## config.mk

```make
export PLATFORM = sky130hd
export DESIGN_NAME = slip_frame_decoder_top
export DESIGN_NICKNAME = d
export VERILOG_FILES = /design/src/hw/rtl/sfd_pkg.sv /design/src/hw/rtl/slip_frame_decoder_top.sv /design/src/hw/rtl/sfd_step.sv /design/src/hw/rtl/sfd_out_reg.sv
export SDC_FILE = /design/constraint.sdc
export NUM_CORES = 1
export LEC_CHECK = 0
export BUFFER_PORTS_ARGS = -buffer_cell sky130_fd_sc_hd__buf_2
export CORE_MARGIN = 1.5
export CORE_UTILIZATION = 60
export DETAILED_ROUTE_END_ITERATION = 6
export GPL_ROUTABILITY_DRIVEN = 0
export PLACE_DENSITY_LB_ADDON = 0.2
export SYNTH_ARGS = -nofsm -noshare
export SYNTH_HDL_FRONTEND = slang
export SYNTH_SLANG_ARGS = --single-unit
```

## constraint.sdc

```tcl
create_clock -name clk -period 6.2 [get_ports clk]
set_clock_uncertainty 0.2 [all_clocks]
set_input_delay 0.31 -clock clk [delete_from_list [all_inputs] [get_ports clk]]
set_output_delay 0.31 -clock clk [all_outputs]
set_load 0.02 [all_outputs]
```

## src/hw/rtl/sfd_pkg.sv

```systemverilog
`timescale 1ns / 1ps
// ----------------------------------------------------------------------------
// SLIP frame decoder package
// Framing byte codes, result kinds, error codes and shared types.
// ----------------------------------------------------------------------------
package sfd_pkg;

	localparam int LenOutW = 16;
	localparam int MaxLenW = 16;

	localparam logic [7:0] SLIP_END     = 8'hC0;
	localparam logic [7:0] SLIP_ESC     = 8'hDB;
	localparam logic [7:0] SLIP_ESC_END = 8'hDC;
	localparam logic [7:0] SLIP_ESC_ESC = 8'hDD;

	localparam logic [MaxLenW-1:0] MAX_LEN_RESET = 16'd1006;

	localparam logic REQ_BYTE    = 1'b0;
	localparam logic REQ_TIMEOUT = 1'b1;

	localparam logic [1:0] KIND_DATA  = 2'd0;
	localparam logic [1:0] KIND_FRAME = 2'd1;
	localparam logic [1:0] KIND_ERROR = 2'd2;

	localparam logic [1:0] ERR_TIMEOUT  = 2'd0;
	localparam logic [1:0] ERR_NO_START = 2'd1;
	localparam logic [1:0] ERR_BAD_ESC  = 2'd2;
	localparam logic [1:0] ERR_OVERFLOW = 2'd3;

	typedef enum logic [2:0] {
		PH_IDLE  = 3'b001,
		PH_FRAME = 3'b010,
		PH_ESC   = 3'b100
	} phase_t;

	typedef struct packed {
		logic               valid;
		logic [1:0]         kind;
		logic [7:0]         data;
		logic [LenOutW-1:0] len;
		logic [1:0]         err;
	} res_t;

endpackage

```

## src/hw/rtl/slip_frame_decoder_top.sv

```systemverilog
`timescale 1ns / 1ps
// ----------------------------------------------------------------------------
// SLIP frame decoder
// Strict SLIP receive deframer: data bytes, frame lengths and errors.
// ----------------------------------------------------------------------------
// Input channel (in_valid / in_stall) carries a received byte or a receive
// timeout event. Output channel (out_valid / out_stall) carries at most one
// result per item: a decoded data byte, a frame length or an error code.
// max_frame_len is written with max_len_we / max_len_wdata. The user must
// write it only while idle; the block itself does not enforce this.
// Each item is captured in an input register, decoded in one pass against
// the frame state and written to the result register, one item per cycle
// sustained while the receiver does not stall.
// Items that give no result still pass the decode stage and give no output.
// Reset empties both registers, returns the decoder to idle with a zero
// count and sets max_frame_len to 1006.
// A stalled receiver holds the result register; the decode stage then holds
// its item and in_stall rises in the same cycle, so no transfer is lost.
// ----------------------------------------------------------------------------
module slip_frame_decoder_top #(
	parameter int LEN_BITS = 16
) (
	input  logic                          clk,
	input  logic                          arst_n,
	input  logic                          max_len_we,
	input  logic [sfd_pkg::MaxLenW-1:0]   max_len_wdata,
	input  logic                          in_valid,
	output logic                          in_stall,
	input  logic                          req_type,
	input  logic [7:0]                    rx_byte,
	output logic                          out_valid,
	input  logic                          out_stall,
	output logic [1:0]                    res_kind,
	output logic [7:0]                    data_byte,
	output logic [sfd_pkg::LenOutW-1:0]   frame_len,
	output logic [1:0]                    error_code
);

	logic [sfd_pkg::MaxLenW-1:0] max_len_q;
	logic                        valid_s1;
	logic                        req_type_s1;
	logic [7:0]                  rx_byte_s1;
	sfd_pkg::phase_t             phase_q;
	logic [LEN_BITS-1:0]         cnt_q;
	sfd_pkg::phase_t             phase_nxt;
	logic [LEN_BITS-1:0]         cnt_nxt;
	sfd_pkg::res_t               res;
	logic                        out_free;
	logic                        advance;
	logic                        in_xfer;

	assign advance  = valid_s1 && out_free;
	assign in_stall = valid_s1 && !out_free;
	assign in_xfer  = in_valid && !in_stall;

	always_ff @(posedge clk or negedge arst_n) begin
		if (!arst_n) begin
			max_len_q <= sfd_pkg::MAX_LEN_RESET;
		end else if (max_len_we) begin
			max_len_q <= max_len_wdata;
		end
	end

	always_ff @(posedge clk or negedge arst_n) begin
		if (!arst_n) begin
			valid_s1 <= 1'b0;
		end else if (in_xfer) begin
			valid_s1 <= 1'b1;
		end else if (advance) begin
			valid_s1 <= 1'b0;
		end
	end

	always_ff @(posedge clk) begin
		if (in_xfer) begin
			req_type_s1 <= req_type;
			rx_byte_s1  <= rx_byte;
		end
	end

	always_ff @(posedge clk or negedge arst_n) begin
		if (!arst_n) begin
			phase_q <= sfd_pkg::PH_IDLE;
			cnt_q   <= '0;
		end else if (advance) begin
			phase_q <= phase_nxt;
			cnt_q   <= cnt_nxt;
		end
	end

	sfd_step #(
		.LEN_BITS (LEN_BITS)
	) u_step (
		.phase_q   (phase_q),
		.cnt_q     (cnt_q),
		.max_len   (max_len_q),
		.req_type  (req_type_s1),
		.rx_byte   (rx_byte_s1),
		.phase_nxt (phase_nxt),
		.cnt_nxt   (cnt_nxt),
		.res       (res)
	);

	sfd_out_reg u_out_reg (
		.clk        (clk),
		.arst_n     (arst_n),
		.load       (advance),
		.res        (res),
		.out_stall  (out_stall),
		.free       (out_free),
		.out_valid  (out_valid),
		.res_kind   (res_kind),
		.data_byte  (data_byte),
		.frame_len  (frame_len),
		.error_code (error_code)
	);

	a_idle_count_zero: assert property (@(posedge clk) disable iff (!arst_n)
		(phase_q == sfd_pkg::PH_IDLE) |-> (cnt_q == '0))
		else $error("byte count not cleared while idle");

	a_stall_has_item: assert property (@(posedge clk) disable iff (!arst_n)
		in_stall |-> (valid_s1 && out_valid && out_stall))
		else $error("input stalled without a held item");

	a_held_item_stable: assert property (@(posedge clk) disable iff (!arst_n)
		(valid_s1 && !out_free) |=>
		(valid_s1 && $stable(req_type_s1) && $stable(rx_byte_s1)))
		else $error("decode stage item lost while output stalled");

	a_result_kind: assert property (@(posedge clk) disable iff (!arst_n)
		out_valid |-> (res_kind == sfd_pkg::KIND_DATA ||
			res_kind == sfd_pkg::KIND_FRAME || res_kind == sfd_pkg::KIND_ERROR))
		else $error("result register holds an unknown kind");

endmodule

```

## src/hw/rtl/sfd_step.sv

```systemverilog
`timescale 1ns / 1ps
// ----------------------------------------------------------------------------
// SLIP frame decoder step logic
// Next phase, next byte count and result for one registered input item.
// ----------------------------------------------------------------------------
module sfd_step #(
	parameter int LEN_BITS = 16
) (
	input  sfd_pkg::phase_t                phase_q,
	input  logic [LEN_BITS-1:0]            cnt_q,
	input  logic [sfd_pkg::MaxLenW-1:0]    max_len,
	input  logic                           req_type,
	input  logic [7:0]                     rx_byte,
	output sfd_pkg::phase_t                phase_nxt,
	output logic [LEN_BITS-1:0]            cnt_nxt,
	output sfd_pkg::res_t                  res
);

	localparam int ExtW = LEN_BITS + sfd_pkg::LenOutW;

	logic [ExtW-1:0] cnt_ext;
	logic [ExtW-1:0] max_ext;
	logic [ExtW-1:0] cap_ext;
	logic [ExtW-1:0] limit;
	logic            ovf;
	logic            emit_en;
	logic [7:0]      emit_byte;

	assign cnt_ext = {{sfd_pkg::LenOutW{1'b0}}, cnt_q};
	assign max_ext = {{(ExtW - sfd_pkg::MaxLenW){1'b0}}, max_len};
	assign cap_ext = {{sfd_pkg::LenOutW{1'b0}}, {LEN_BITS{1'b1}}};
	assign limit   = (max_ext > cap_ext) ? cap_ext : max_ext;
	assign ovf     = (cnt_ext >= limit);

	always_comb begin
		phase_nxt = phase_q;
		cnt_nxt   = cnt_q;
		res       = '0;
		emit_en   = 1'b0;
		emit_byte = rx_byte;

		if (req_type == sfd_pkg::REQ_TIMEOUT) begin
			phase_nxt = sfd_pkg::PH_IDLE;
			cnt_nxt   = '0;
			res.valid = 1'b1;
			res.kind  = sfd_pkg::KIND_ERROR;
			res.err   = sfd_pkg::ERR_TIMEOUT;
		end else begin
			case (phase_q)
				sfd_pkg::PH_FRAME: begin
					if (rx_byte == sfd_pkg::SLIP_END) begin
						phase_nxt = sfd_pkg::PH_IDLE;
						cnt_nxt   = '0;
						res.valid = 1'b1;
						res.kind  = sfd_pkg::KIND_FRAME;
						res.len   = cnt_ext[sfd_pkg::LenOutW-1:0];
					end else if (rx_byte == sfd_pkg::SLIP_ESC) begin
						phase_nxt = sfd_pkg::PH_ESC;
					end else begin
						emit_en = 1'b1;
					end
				end
				sfd_pkg::PH_ESC: begin
					if (rx_byte == sfd_pkg::SLIP_ESC_END) begin
						emit_en   = 1'b1;
						emit_byte = sfd_pkg::SLIP_END;
					end else if (rx_byte == sfd_pkg::SLIP_ESC_ESC) begin
						emit_en   = 1'b1;
						emit_byte = sfd_pkg::SLIP_ESC;
					end else begin
						phase_nxt = sfd_pkg::PH_IDLE;
						cnt_nxt   = '0;
						res.valid = 1'b1;
						res.kind  = sfd_pkg::KIND_ERROR;
						res.err   = sfd_pkg::ERR_BAD_ESC;
					end
				end
				default: begin
					if (rx_byte == sfd_pkg::SLIP_END) begin
						phase_nxt = sfd_pkg::PH_FRAME;
						cnt_nxt   = '0;
					end else begin
						phase_nxt = sfd_pkg::PH_IDLE;
						cnt_nxt   = '0;
						res.valid = 1'b1;
						res.kind  = sfd_pkg::KIND_ERROR;
						res.err   = sfd_pkg::ERR_NO_START;
					end
				end
			endcase

			if (emit_en) begin
				res.valid = 1'b1;
				if (ovf) begin
					phase_nxt = sfd_pkg::PH_IDLE;
					cnt_nxt   = '0;
					res.kind  = sfd_pkg::KIND_ERROR;
					res.err   = sfd_pkg::ERR_OVERFLOW;
				end else begin
					phase_nxt = sfd_pkg::PH_FRAME;
					cnt_nxt   = cnt_q + LEN_BITS'(1);
					res.kind  = sfd_pkg::KIND_DATA;
					res.data  = emit_byte;
				end
			end
		end
	end

endmodule

```

## src/hw/rtl/sfd_out_reg.sv

```systemverilog
`timescale 1ns / 1ps
// ----------------------------------------------------------------------------
// SLIP frame decoder result register
// Holds one result for the output channel and reports when it can take another.
// ----------------------------------------------------------------------------
module sfd_out_reg (
	input  logic                          clk,
	input  logic                          arst_n,
	input  logic                          load,
	input  sfd_pkg::res_t                 res,
	input  logic                          out_stall,
	output logic                          free,
	output logic                          out_valid,
	output logic [1:0]                    res_kind,
	output logic [7:0]                    data_byte,
	output logic [sfd_pkg::LenOutW-1:0]   frame_len,
	output logic [1:0]                    error_code
);

	logic                        valid_q;
	logic [1:0]                  kind_q;
	logic [7:0]                  data_q;
	logic [sfd_pkg::LenOutW-1:0] len_q;
	logic [1:0]                  err_q;

	assign free = !valid_q || !out_stall;

	always_ff @(posedge clk or negedge arst_n) begin
		if (!arst_n) begin
			valid_q <= 1'b0;
		end else if (free) begin
			valid_q <= load && res.valid;
		end
	end

	always_ff @(posedge clk) begin
		if (free && load && res.valid) begin
			kind_q <= res.kind;
			data_q <= res.data;
			len_q  <= res.len;
			err_q  <= res.err;
		end
	end

	assign out_valid  = valid_q;
	assign res_kind   = kind_q;
	assign data_byte  = data_q;
	assign frame_len  = len_q;
	assign error_code = err_q;

endmodule

```

==> qor.csv, run 1 <==
stage,metric,value,unit
layout,drive_above_1_share,22.2,%
sta,finalMaxSlewViolations,0,
sta,fin_crit_sh,59.7,%
worst_setup_path,endpoint_kind,register,
layout,utilization,76.0,%
yosys,syn_nets,384,
worst_setup_path,r2r_end,cnt_q[13]$_DFFE_PN0P_,
placed_design,dpl.cell_count,456,
grt,grt_usage,26.6,%
layout,instances_no_fill,499,
cts,clock_sinks,74,
yosys,synth_cells,337,
floorplanning,die_y,80.4,um
worst_setup_path,reg2reg_slack,2.50,ns
yosys,avgSynthCellArea,10.7,um^2
cts,cts-root-buf,clkbuf_8,
sta,rsz0062_at_grt,no,
power_and_ir_drop,p_per_area,251,nW/um^2
drt,firstDrtPassIters,4,
yosys,synth_top_area_cell,edfxtp_1,
flow_run,drv_cap,0,
yosys,synth_top_cell_area_share,30.9,%
cts,cts-htree-levels,3,
sta,worst_pin_slew,0.811,ns
cts,cts_buffer_depth,2,
cts,cts_tree,built,
drt,wirelength,7840,um
yosys,synth_area_leaders,"edfxtp_1, dfrtp_1, dfstp_2, ha_1, nand2_1",
layout,areaGrowthSynthToFinish,23.6,%
worst_setup_path,crit_fanout,21,
min_path,hp-start,out_stall,
yosys,synth_ff_type,edfxtp_1,
sta,slew_headroom,45.4,%
yosys,synthTopCellsByCount,"edfxtp_1, nand2_1, inv_1, dfrtp_1, o21ai_0",
drt,drt.antenna.violating_nets,0,
floorplanning,std_cell_rows,28,
worst_setup_path,cp.required,6.21,ns
min_path,min_to,u_out_reg.out_valid$_DFFE_PN0N_,
min_path,hp-class,input pin to register,
drt,wl_per_cell,15.7,um
worst_setup_path,worstRegToRegCells,6,
grt,grt_pass1_wl,13000,um
cts,numCtsBuffers,9,
floorplanning,ios,60,
cts,clock_latency,0.35,ns
yosys,syn_area,3600,um^2
worst_setup_path,arrival,3.71,ns
drt,drc,0,
floorplanning,die_area,6470,um^2
worst_setup_path,r2r-start,phase_q[1]$_DFFE_PN0P_,
worst_setup_path,critPathKind,register to register,
layout,n_antenna_cell,0,
layout,nNetsFinal,466,
sta,final-setup-viol-count,0,
drt,vias_per_cell,5.80,
grt,grt_pass1_vias,2808,
sta,fmax,270,MHz
yosys,synth_cell_types,45,
drt,drt_iter0_drc,363,
floorplanning,initial_utilization,61.5,%
yosys,yosysWarnings,0,
floorplanning,coreArea,5850,um^2
floorplanning,die_w,80.4,um
sta,min_period,3.70,ns
grt,antenna_found_initial,0,
yosys,synth-seq-area-share,56.9,%
grt,grt_max_degree,38,
sta,setup-tns-final,0,ns
power_and_ir_drop,leakage,0.00186,uW
placed_design,numPortBuffers,59,
power_and_ir_drop,ir_drop,190,uV
grt,grt_overflow_total,0,
yosys,ys_seq_elements,74,
min_path,min_delay_path_depth,2,
cts,clkTransAtPathRegs,0.09,ns
placed_design,dp_hpwl,5170,um
drt,vias,2893,
worst_setup_path,worst_setup_path_start_kind,register,
run_status,status,"finished, final reports clean",
yosys,async_flop_share,50.0,%
sta,hold_viol_final,0,
cts,cts_setup_buffers,0,
yosys,synth-edff-count,37,
[cell type report]
class                      count  area, um^2
sequential                    74        2050
fill                         380        1400
multi-input combinational    213        1360
timing repair buffer          88         581
clock buffer                  10         128
inverter                      33         124
clock inverter                 6         114
tap                           75        93.8
[layout by cell type (no fill, tap or decap), types with 5 or more instances in the layout]
| cell type | instances |
|---|---|
| a31oi_1 | 11 |
| dfstp_2 | 9 |
| dlygate4sd3_1 | 27 |
| ha_1 | 17 |
| dfrtp_1 | 28 |
| nor2_1 | 10 |
| clkbuf_8 | 9 |
| buf_2 | 59 |
| a21oi_1 | 6 |
| and2_1 | 7 |
| edfxtp_1 | 37 |
| nand4_1 | 12 |
| o22ai_1 | 9 |
| nor4_1 | 12 |
| inv_1 | 33 |
| nand3_1 | 14 |
| and3_1 | 6 |
| o21ai_0 | 25 |
| nor3_1 | 5 |
| nand2_1 | 37 |
[worst max path at each step]
stage / startpoint / to / slack (ns)
2_1_floorplan: rx_byte_s1[0]$_DFFE_PP_ / u_out_reg.data_byte[0]$_SDFFCE_PP0P_ / 2.46
3_3_place_gp: phase_q[1]$_DFFE_PN0P_ / cnt_q[14]$_DFFE_PN0P_ / 2.80
3_5_place_dp: phase_q[1]$_DFFE_PN0P_ / cnt_q[13]$_DFFE_PN0P_ / 2.60
4_1_cts: phase_q[1]$_DFFE_PN0P_ / cnt_q[13]$_DFFE_PN0P_ / 2.55
5_1_grt: phase_q[1]$_DFFE_PN0P_ / cnt_q[13]$_DFFE_PN0P_ / 2.34
6_report: phase_q[1]$_DFFE_PN0P_ / cnt_q[13]$_DFFE_PN0P_ / 2.50
[stage by stage]
stage               setup slack (ns)  hold WS [ns]  instance area [um^2]  power, uW
finish                          2.50        0.0323                  4450       1120
global placement                2.80         0.241                  3940        657
global route                    2.34        0.0482                  4450       1150
CTS                             2.55        0.0319                  4450       1120
floorplan                       2.46        -0.186                  3600        623
detailed placement              2.60         0.257                  3940        660
[what timing repair did]
item | in CTS | in global routing
hold buffers | 27 | 0
endpoints found under the hold margin | 54 | 0
gates resized for setup | 0 | 0
[registers in the layout, indices dropped and copies added (netlist names)]
name,flops
req_type_s1,1
u_out_reg.data_byte,8
cnt_q,16
rx_byte_s1,8
u_out_reg.res_kind,2
u_out_reg.frame_len,16
max_len_q,16
phase_q,3
valid_s1,1
u_out_reg.out_valid,1
u_out_reg.error_code,2
[worst max-delay path, stage by stage (launching register included)]
cell      delay, ns
dfrtp_1        0.50
or4b_1         0.54
or3_1          0.38
o21a_2         0.20
nor2_2         0.63
nand3_1        0.56
o311ai_0       0.55
[per-layer routing]
layer / part of all wire (%) / GRT usage, %
met1: 44 / 34.9
met2: 49 / 43.4
met3: 5.2 / 5.11
met4: 1.9 / 10.7
met5: 0 / 0
[kinds of logic after synthesis]
kind of cell	share of synthesized area, %
AO/OA/AOI/OAI	13.3
XOR/XNOR	0.244
adder cells (fa/ha/maj)	5.91
buffers and inverters	5.57
flip-flops	56.9
multiplexers	0.730
AND/OR/NAND/NOR	17.3
[power by group]
part | switching (uW) | internal, uW
logic | 63.4 | 41.4
clock network | 185 | 269
registers | 11.9 | 547
total | 261 | 857
(Power assumes the default switching activity.)
==> run 2: changes to the inputs <==
Settings changed: CORE_UTILIZATION 60 to 51.
Clock period 6.2 ns to 3.4 ns, I/O delays scaled along.
==> run 2 against run 1 <==
Effect of this change: global-route usage fell by 4.3 points; clock power increased by 55%; worst setup slack worse by 2.0 ns; critical path type unchanged; largest power group unchanged; highest routed layer unchanged.
==> qor.csv, run 2 (synthesis results as in run 1) <==
stage,metric,value,unit,change
run_status,status,"finished, final reports clean",,unchanged
layout,nNetsFinal,473,,was 466
cts,cts_tree,built,,unchanged
floorplanning,coreArea,6790,um^2,was 5850 um^2
layout,n_antenna_cell,0,,unchanged
worst_setup_path,crit_path_top_delay_cell,or4_1,,was nor2_2
sta,fin_crit_sh,85.1,%,was 59.7%
floorplanning,die_area,7570,um^2,was 6470 um^2
worst_setup_path,worst_setup_path_start_kind,register,,unchanged
grt,grt_overflow_total,0,,unchanged
sta,final-setup-viol-count,0,,unchanged
worst_setup_path,arrival,2.77,ns,was 3.71 ns
layout,multi_input_area,1360,um^2,unchanged
power_and_ir_drop,total_power,1920,uW,was 1120 uW
sta,fmax,346,MHz,was 270 MHz
sta,finalMaxSlewViolations,0,,unchanged
worst_setup_path,crit_chain,"or4_1, or3_1, mux2_4, a221oi_4, a21oi_2, buf_4",,"was or4b_1, or3_1, o21a_2, nor2_2, nand3_1, o311ai_0"
flow_run,drv_cap,0,,unchanged
drt,drt.antenna.violating_nets,0,,unchanged
layout,utilization,66.1,%,was 76.0%
worst_setup_path,cp.required,3.28,ns,was 6.21 ns
placed_design,placement.cell_area,4000,um^2,was 3940 um^2
floorplanning,std_cell_rows,30,,was 28
worst_setup_path,max_stage_delay,0.57,ns,was 0.63 ns
layout,layout_commonest_cell,buf_2,,unchanged
cts,numCtsBuffers,9,,unchanged
cts,ctsHoldBuffers,29,,was 27
grt,grt_pass1_vias,2606,,was 2808
layout,fin_area,4490,um^2,was 4450 um^2
drt,wl_per_cell,14.8,um,was 15.7 um
cts,clock_sinks,74,,unchanged
floorplanning,initial_utilization,52.9,%,was 61.5%
sta,rsz0062_at_grt,no,,unchanged
drt,vias_per_cell,5.37,,was 5.80
floorplanning,die_y,87.0,um,was 80.4 um
drt,wirelength,7770,um,was 7840 um
sta,min_period,2.89,ns,was 3.70 ns
sta,slew_headroom,45.0,%,was 45.4%
worst_setup_path,critPathKind,register to register,,unchanged
drt,vias,2828,,was 2893
placed_design,dp_hpwl,5300,um,was 5170 um
layout,areaGrowthSynthToFinish,24.8,%,was 23.6%
worst_setup_path,endpoint_kind,register,,unchanged
grt,grtUsageMet1,31.1,%,was 34.9%
grt,grt_pass1_wl,12700,um,was 13000 um
cts,cts_buffer_depth,2,,unchanged
sta,worst_pin_slew,0.825,ns,was 0.811 ns
cts,cts_setup_buffers,0,,unchanged
grt,grt_util_met3,4.83,%,was 5.11%
power_and_ir_drop,ir_drop,220,uV,was 190 uV
worst_setup_path,crit_fanout,28,,was 21
grt,use_met2,34.6,%,was 43.4%
drt,drc,0,,unchanged
layout,seq_area,2050,um^2,unchanged
placed_design,numPortBuffers,59,,unchanged
cts,cts-htree-levels,3,,unchanged
cts,cts_resized,0,,unchanged
cts,clkTransAtPathRegs,0.09,ns,about the same
layout,instances_no_fill,527,,was 499
floorplanning,die_w,87.0,um,was 80.4 um
floorplanning,ios,60,,unchanged
grt,grt_max_degree,38,,unchanged
placed_design,dpl.cell_count,482,,was 456
power_and_ir_drop,p_per_area,427,nW/um^2,was 251 nW/um^2
grt,busiest_layer,met2,,unchanged
grt,antenna_found_initial,0,,unchanged
layout,mostFrequentLayoutCells,"buf_2, nand2_1, edfxtp_1",,unchanged
layout,fillers,520,,was 380
layout,drive_above_1_share,23.0,%,was 22.2%
cts,cts-root-buf,clkbuf_8,,unchanged
power_and_ir_drop,leakage,0.00187,uW,was 0.00186 uW
sta,hold_viol_final,0,,unchanged
cts,clock_latency,0.35,ns,about the same
grt,grt_usage,22.2,%,was 26.6%
sta,setup-tns-final,0,ns,unchanged
min_path,hp-class,input pin to register,,unchanged
drt,drt_iter0_drc,200,,was 363
drt,firstDrtPassIters,5,,was 4
## run 2: cell count changes in the layout (fill, tap and decap cells not counted), sizes merged
cell	change
buf	+5
clkbuf	-1
clkinv	+2
bufinv	-2
dlygate4sd3	+2
inv	+2
clkinvlp	-1
## run 2: critical path: cells and delay by family (launching register included)
kind	cells	cell delay [ns]
buffers and inverters	1	0.24
flip-flops	1	0.48
AND/OR/NAND/NOR	2	0.94
AO/OA/AOI/OAI	2	0.40
multiplexers	1	0.33
## run 2: worst paths after layout
| kind | startpoint | slack, ns | cells after the start | to |
|---|---|---|---|---|
| worst max-delay path | rx_byte_s1[0]$_DFFE_PP_ | 0.51 | 6 | u_out_reg.frame_len[8]$_SDFFCE_PP0P_ |
| worst min-delay path | max_len_we | 0.04 | 3 | max_len_q[7]$_DFFE_PN1P_ |
| worst max register to register | rx_byte_s1[0]$_DFFE_PP_ | 0.51 | 6 | u_out_reg.frame_len[8]$_SDFFCE_PP0P_ |
| worst min register to register | max_len_q[6]$_DFFE_PN1P_ | 0.31 | 2 | max_len_q[6]$_DFFE_PN1P_ |
| max in group asynchronous | arst_n | 2.22 | 2 | max_len_q[0]$_DFFE_PN0P_ |
| min in group asynchronous | arst_n | 0.25 | 2 | cnt_q[14]$_DFFE_PN0P_ |
## run 2: final cells by class
cell class / instances / share of cell area, %
Timing Repair Buffer: 95 / 14.2
Clock buffer: 9 / 2.76
Sequential cell: 74 / 45.6
Tap cell: 96 / 2.68
Clock inverter: 7 / 1.70
Inverter: 33 / 2.76
Multi-Input combinational cell: 213 / 30.3
## run 2: routing by layer
| layer | wire length (um) | vias to the layer above | part of all wire [%] |
|---|---|---|---|
| met1 | 3580 | 1333 | 46 |
| met3 | 353 | 9 | 4.5 |
| met4 | 114 | 0 | 1.5 |
| met5 | 0 | - | 0 |
| met2 | 3730 | 72 | 48 |
| li1 | - | 1414 | - |
## run 2: per-stage QoR
| stage | worst slack [ns] | hold WS, ns |
|---|---|---|
| after floorplan | 0.284 | -0.326 |
| after global placement | 0.586 | 0.118 |
| after detailed placement | 0.512 | 0.117 |
| after CTS | 0.490 | 0.0206 |
| after global routing | 0.287 | 0.109 |
| final | 0.506 | 0.0420 |
## run 2: power by group
group | internal [uW] | total [uW] | switching (uW)
clock network | 346 | 703 | 358
logic | 79.5 | 200 | 120
registers | 997 | 1010 | 17.7
total | 1420 | 1920 | 496
